$ cat src/hw/rtl/box_filter_3x3_rgb_unit_assert.svh
// Assertion macros for the 3x3 box filter.
// BF3_ASSERT checks a property with reset as a disable condition.
// BF3_ASSERT_IN_RESET checks a property at every edge, reset included.
`ifndef BOX_FILTER_3X3_RGB_UNIT_ASSERT_SVH
`define BOX_FILTER_3X3_RGB_UNIT_ASSERT_SVH
`ifndef SYNTH
`define BF3_ASSERT(lbl, clk, rstn, prop, msg) \
    lbl: assert property (@(posedge clk) disable iff (!rstn) prop) else $error(msg);
`define BF3_ASSERT_IN_RESET(lbl, clk, prop, msg) \
    lbl: assert property (@(posedge clk) prop) else $error(msg);
`else
`define BF3_ASSERT(lbl, clk, rstn, prop, msg)
`define BF3_ASSERT_IN_RESET(lbl, clk, prop, msg)
`endif
`endif

$ cat src/hw/rtl/bf3_pkg.sv
`default_nettype none

package bf3_pkg;

    // Pixel layout: red in the low byte, then green, then blue.
    localparam int CH_W      = 8;
    localparam int NUM_CH    = 3;
    localparam int PIX_W     = CH_W * NUM_CH;
    localparam int COL_SUM_W = 10;
    localparam int WIN_SUM_W = 12;
    localparam int CFG_W     = 9;

    // Reset value of both size registers.
    localparam logic [CFG_W-1:0] CFG_RESET = 9'd220;

    // Register indexes of the configuration channel.
    typedef enum logic {
        CFG_IMAGE_WIDTH  = 1'b0,
        CFG_IMAGE_HEIGHT = 1'b1
    } cfg_reg_t;

    // Item kinds on the input channel.
    typedef enum logic {
        KIND_PIXEL = 1'b0,
        KIND_FLUSH = 1'b1
    } item_kind_t;

    // Division by nine as a multiply by ceil(2^15 / 9) and a shift.
    // Exact for every dividend below 2^15.
    localparam logic [11:0] DIV9_RECIP = 12'd3641;
    localparam int          DIV9_SHIFT = 15;
    localparam logic [12:0] ROUND_BIAS = 13'd4;
    localparam logic [9:0]  CH_MAX     = 10'd255;

    typedef logic [PIX_W-1:0]     pixel_t;
    typedef logic [WIN_SUM_W-1:0] win_sum_t;
    typedef win_sum_t [NUM_CH-1:0] win_sums_t;

    // Control that travels with an item from the input stage to the window.
    typedef struct packed {
        logic col_zero;
        logic top_ok;
        logic mid_ok;
        logic have;
        logic last;
    } s1_ctrl_t;

    // Rounded mean of nine 8-bit values, clamped to the channel range.
    function automatic logic [CH_W-1:0] mean9(input win_sum_t sum);
        logic [12:0] biased;
        logic [24:0] prod;
        logic [9:0]  quot;
        biased = 13'(sum) + ROUND_BIAS;
        prod   = 25'(biased) * 25'(DIV9_RECIP);
        quot   = prod[DIV9_SHIFT +: 10];
        if (quot > CH_MAX) begin
            return CH_MAX[CH_W-1:0];
        end
        return quot[CH_W-1:0];
    endfunction

endpackage

`default_nettype wire

$ cat src/hw/rtl/bf3_window.sv
`default_nettype none

// Sliding 3x3 window kept as per-channel column sums of the two
// older columns. The newest column is summed on the fly.
module bf3_window (
    input  wire logic              aclk,
    input  wire logic              aresetn,
    input  wire logic              shift_en,
    input  wire logic              col_zero,
    input  wire bf3_pkg::pixel_t   top_pix,
    input  wire bf3_pkg::pixel_t   mid_pix,
    input  wire bf3_pkg::pixel_t   new_pix,
    output bf3_pkg::win_sums_t     win_sums
);

    localparam int CW = bf3_pkg::CH_W;
    localparam int SW = bf3_pkg::COL_SUM_W;

    logic [SW-1:0] col_a_reg  [bf3_pkg::NUM_CH];
    logic [SW-1:0] col_b_reg  [bf3_pkg::NUM_CH];
    logic [SW-1:0] col_a_next [bf3_pkg::NUM_CH];
    logic [SW-1:0] col_b_next [bf3_pkg::NUM_CH];
    logic [SW-1:0] col_new    [bf3_pkg::NUM_CH];

    // Column sum of the incoming column and the window total. At the first
    // column of a row the window holds the right edge of the row above, so
    // the incoming column is padding for that result.
    always_comb begin
        for (int ch = 0; ch < bf3_pkg::NUM_CH; ch++) begin
            col_new[ch] = SW'(top_pix[ch*CW +: CW]) + SW'(mid_pix[ch*CW +: CW])
                        + SW'(new_pix[ch*CW +: CW]);
            win_sums[ch] = bf3_pkg::WIN_SUM_W'(col_a_reg[ch])
                         + bf3_pkg::WIN_SUM_W'(col_b_reg[ch])
                         + (col_zero ? '0 : bf3_pkg::WIN_SUM_W'(col_new[ch]));
            if (col_zero) begin
                col_a_next[ch] = '0;
            end else begin
                col_a_next[ch] = col_b_reg[ch];
            end
            col_b_next[ch] = col_new[ch];
        end
    end

    // Shift the window by one column per item.
    always_ff @(posedge aclk) begin
        if (!aresetn) begin
            for (int ch = 0; ch < bf3_pkg::NUM_CH; ch++) begin
                col_a_reg[ch] <= '0;
                col_b_reg[ch] <= '0;
            end
        end else if (shift_en) begin
            for (int ch = 0; ch < bf3_pkg::NUM_CH; ch++) begin
                col_a_reg[ch] <= col_a_next[ch];
                col_b_reg[ch] <= col_b_next[ch];
            end
        end
    end

endmodule

`default_nettype wire

$ cat config.mk
export PLATFORM = sky130hd
export DESIGN_NAME = bf3_window
export DESIGN_NICKNAME = d
export VERILOG_FILES = /design/src/hw/rtl/box_filter_3x3_rgb_unit_assert.svh /design/src/hw/rtl/bf3_pkg.sv /design/src/hw/rtl/bf3_window.sv
export SDC_FILE = /design/constraint.sdc
export NUM_CORES = 1
export LEC_CHECK = 0
export BUFFER_PORTS_ARGS = -buffer_cell sky130_fd_sc_hd__buf_4
export CELL_PAD_IN_SITES_DETAIL_PLACEMENT = 1
export CELL_PAD_IN_SITES_GLOBAL_PLACEMENT = 2
export CORE_MARGIN = 10
export CORE_UTILIZATION = 33
export CTS_CLUSTER_DIAMETER = 120
export DETAILED_ROUTE_END_ITERATION = 10
export GPL_TIMING_DRIVEN = 0
export PLACE_DENSITY_LB_ADDON = 0.05
export SKIP_LAST_GASP = 1
export SLEW_MARGIN = 25
export SYNTH_ARGS = -nofsm -noshare
export SYNTH_HDL_FRONTEND = slang
export SYNTH_SLANG_ARGS = --single-unit
$ cat constraint.sdc
create_clock -name aclk -period 6.7 [get_ports aclk]
set_clock_uncertainty 0.15 [all_clocks]
set_input_delay 1.675 -clock aclk [delete_from_list [all_inputs] [get_ports aclk]]
set_output_delay 1.675 -clock aclk [all_outputs]
set_load 0.01 [all_outputs]
-- After elaboration in Yosys (flattened, before gate mapping)
Memories as Yosys holds them, arrays and structs flattened.
Index checks and enable logic that the tools add are counted.
- register bits after elaboration: 0
- latch bits: 0
- RAM bits: 60
- memory bits (read-only): 0
- output and inout port bits: 36
- word-level logic and storage cells: 36
- memories: 2
- memories (name ; words ; width ; rd ports ; clocked after Yosys merged registers in ; write ports ; RTL line ; text):
    col_a_reg ; 3 ; 10 ; 3 ; 0 ; 3 ; bf3_window.sv:19 ; logic [SW-1:0] col_a_reg [bf3_pkg::NUM_CH];
    col_b_reg ; 3 ; 10 ; 3 ; 0 ; 3 ; bf3_window.sv:20 ; logic [SW-1:0] col_b_reg [bf3_pkg::NUM_CH];
- $add $sub $neg: 12
- multiply operators: 0
- divide/modulo/power cells: 0
- order comparisons: 0
- equality and inequality tests: 0
- shift operators: 0
- mux-type cells: 16
- bitwise gates (word level): 6
- reductions and logical operators: 0
- operators by type and width (operator ; count):
    two-way mux 10 bit ; 12
    adder 11 x 10 -> 12 bit ; 3
    adder 10 x 10 -> 11 bit ; 3
    adder 9 x 8 -> 10 bit ; 3
    adder 8 x 8 -> 9 bit ; 3
    bitwise OR 1 bit ; 6
    two-way mux 1 bit ; 4

-- Longest topological paths before layout
- depth after elaboration: 4
- mapped depth: 17
- gate-level depth less buffers: 17

-- Worst setup path after synthesis
OpenSTA, ideal clock, no wires.
- kind: input to output
- start: input port top_pix[17]
- end: output port win_sums[34] in the netlist's numbering
- arrival: 5.375 ns
- path slack: -0.500 ns
- stages on the path: 17
- cell sequence: inv_1 > fa_1 > inv_1 > ha_1 > fa_1 > a21o_1 > a21oi_1 > nand2b_1 > nor2_1 > a211o_1 > fa_1 > ha_1 > a21o_1 > a21oi_1 > o21ai_2 > a21oi_2 > xor2_1
- RTL lines (what ; RTL line ; text):
    start: declaration ; bf3_window.sv:10 ; input wire bf3_pkg::pixel_t top_pix,
    end: declaration ; bf3_window.sv:13 ; output bf3_pkg::win_sums_t win_sums

==> results.py <==
metrics = {
    "clock_tree": {
        "cts_tree": "done",
        "cts_sinks": 60,
        "cts_hold_buffers": 0,
        "clock_latency_ns": 0.32,
        "clk_transition_reported_paths_ns": 0.06,
        "cts_max_level": 3,
        "ctsLongestPathBuffers": 2,
        "cts_root_buf": "clkbuf_16",
        "cts_made_buffers": 9,
    },
    "yosys": {
        "ys_async_sr_fraction_pct": 0,
        "yosysWarnings": 0,
        "netlist.area_leader.share_pct": 30.8,
        "ys_top_cells_by_area": "edfxtp_1 (31%), fa_1 (21%), ha_1 (10%)",
        "yosys.area.top_type": "edfxtp_1",
        "synth_fp_nets": 738,
        "ys_seq_area_share_pct": 30.8,
        "synthDistinctLibCells": 58,
        "ys_ff_latch": 60,
        "synth_edf_count": 60,
        "synth.cell_area_sq_um": 5850,
        "synth_common_cells": "inv_1 (68), edfxtp_1 (60), fa_1 (60)",
        "syn_area_per_cell_sq_um": 10.6,
        "synth_ff_type": "edfxtp_1",
        "yosysMostFrequentCell": "inv_1",
        "syn_inst": 554,
    },
    "critical_path": {
        "cp-end-kind": "output port",
        "worstReg2RegStart": "col_b_reg[0][25]$_SDFFCE_PN0P_",
        "required_ns": 4.88,
        "r2r-end": "col_a_reg[0][25]$_SDFFCE_PP0P_",
        "r2r_cells": 1,
        "path_class": "input port to output port",
        "crit_path_max_fanout": 4,
        "arrival_ns": 5.48,
        "r2r_setup_slack_ns": 5.71,
        "setup.worst_path.start_class": "input port",
    },
    "run_status": {
        "status": "complete, but fails checks",
        "violations": "negative setup slack",
    },
    "global_routing": {
        "grt_pass1_wl_microns": 27800,
        "grt_pass1_vias": 5310,
        "antenna_found_initial": 0,
        "grt_usage_pct": 14.4,
        "overflow": 0,
        "grt_max_degree": 43,
    },
    "sta": {
        "rsz0062_at_grt": "yes",
        "period_needed_ns": 7.30,
        "hold_viol_final": 0,
        "finalCritPeriodShare_pct": 109,
        "slew_headroom_pct": 52.3,
        "slew_violations": 0,
        "fmax_mhz": 137,
        "setup_viol": 19,
        "worstMarginPinSlew_ns": 0.716,
        "fin_ws_ns": -0.603,
    },
    "routing": {
        "wl_microns": 17100,
        "wire_per_inst_microns": 18.0,
        "drtIter0Drc": 220,
        "first_pass_iters": 4,
        "vias": 4718,
        "drt.antenna.violating_nets": 0,
        "drc": 0,
        "vias_per_cell": 4.96,
    },
    "die": {
        "start_util_pct": 33.7,
        "row_count": 48,
        "die_w_microns": 153,
        "die_h_microns": 153,
        "dieArea_sq_um": 23500,
        "fp.coreArea_sq_um": 17400,
        "ioPinCount": 112,
    },
    "worst_hold_path": {
        "worstHoldEndpoint": "col_a_reg[0][23]$_SDFFCE_PP0P_",
        "min_path_type": "flip-flop to flip-flop",
        "worstHoldPathCells": 1,
        "worstHoldStart": "col_b_reg[0][23]$_SDFFCE_PN0P_",
    },
    "cells_and_area": {
        "diodes": 0,
        "fill_cells": 1890,
        "drive_above_1_share_pct": 40.4,
        "syn_to_final_growth_pct": 43.8,
        "num-nets-final": 905,
        "stdcell_area_sq_um": 8420,
    },
    "job": {
        "cap_violations": 0,
    },
    "place": {
        "io_buffers": 110,
        "placed_area_sq_um": 7210,
        "gp_congestion": 0.728,
        "hpwl_microns": 13500,
        "pre_cts_ws_ns": -0.827,
    },
    "power": {
        "peakVddDrop_uv": 212,
        "p_per_area_nw_per_um2": 336,
        "p_leak_nw": 3.68,
    },
}
-- where the power goes --
part           internal (mW)  switching, mW
sequential             0.460         0.0244
combinational          0.945          0.873
clock                  0.360          0.165
total                   1.76           1.06
-- final cells by class --
class,count,area [sq um],share of cell area [%]
Sequential cell,60,1800,21.4
Inverter,68,280,3.33
Clock inverter,6,103,1.22
Timing Repair Buffer,157,1240,14.8
Clock buffer,10,229,2.72
Buffer,14,53.8,0.639
Multi-Input combinational cell,411,4420,52.6
Tap cell,225,282,3.35
-- worst max-delay path, stage by stage --
cell	delay [ns]
buf_6	0.07
inv_2	0.03
fa_1	0.54
inv_2	0.05
ha_4	0.16
fa_2	0.35
a21o_1	0.19
a21oi_4	0.16
xor2_2	0.20
nor2_2	0.06
fa_1	0.58
ha_4	0.23
and3_4	0.17
a2111oi_4	0.45
o21ai_2	0.11
a21oi_2	0.18
xor2_2	0.14
buf_4	0.13
-- worst max-delay path by stage --
stage	start	endpoint	cells after the start
after floorplan	top_pix[17]	win_sums[34]	16
after global placement	new_pix[1]	win_sums[8]	18
after detailed placement	new_pix[1]	win_sums[8]	18
after CTS	new_pix[17]	win_sums[34]	18
after global routing	top_pix[1]	win_sums[8]	18
final	new_pix[17]	win_sums[34]	18
-- per-layer routing --
metal	vias to the layer above	GRT usage (%)	share of wire (%)
li1	2254	-	-
met1	2347	17.7	44
met2	103	24.8	51
met3	14	3.73	4.4
met4	0	3.13	0.98
met5	-	0	0
-- cells in the final DEF, fill, tap and decap left out, types with 11 or more instances in the layout --
master / n
edfxtp_1: 60
a21oi_1: 13
nand2_1: 16
xnor2_1: 15
inv_1: 56
a21o_1: 11
and3_1: 11
and2_1: 27
ha_4: 17
ha_1: 27
buf_4: 142
buf_6: 14
nor2_1: 38
fa_1: 51
-- cell families (layout without fill, tap and decap cells) --
group / count (synthesis) / in the layout / synth area share [%]
adder cells (fa/ha/maj): 108 / 108 / 30.8
XOR/XNOR: 37 / 37 / 5.54
AND/OR/NAND/NOR: 166 / 166 / 15.4
flip-flops: 60 / 60 / 30.8
buffers and inverters: 83 / 255 / 5.34
AO/OA/AOI/OAI: 99 / 99 / 12.0
multiplexers: 1 / 1 / 0.171
-- through the flow --
| stage | hold WS (ns) | std cells | util [%] | TNS, ns | total power, mW |
|---|---|---|---|---|---|
| after CTS | 0.429 | 940 | 46.8 | -7.96 | 2.70 |
| after global routing | 0.458 | 951 | 48.5 | -10.83 | 3.04 |
| after floorplan | 0.397 | 554 | - | -1.39 | 1.40 |
| final | 0.436 | 951 | 48.5 | -7.43 | 2.83 |
| after global placement | 0.416 | 889 | 41.4 | -9.87 | 1.88 |
| after detailed placement | 0.421 | 890 | 41.6 | -11.27 | 1.92 |
-- repair_timing --
item                       4_1_cts  5_1_grt
hold endpoints to repair         0        0
gates resized for setup         72       46
setup buffers                   35       11
setup endpoints to repair       21       21
pin swaps                       60       53
gates cloned                     0        0
Note: power is estimated with default switching activity, not from simulation.
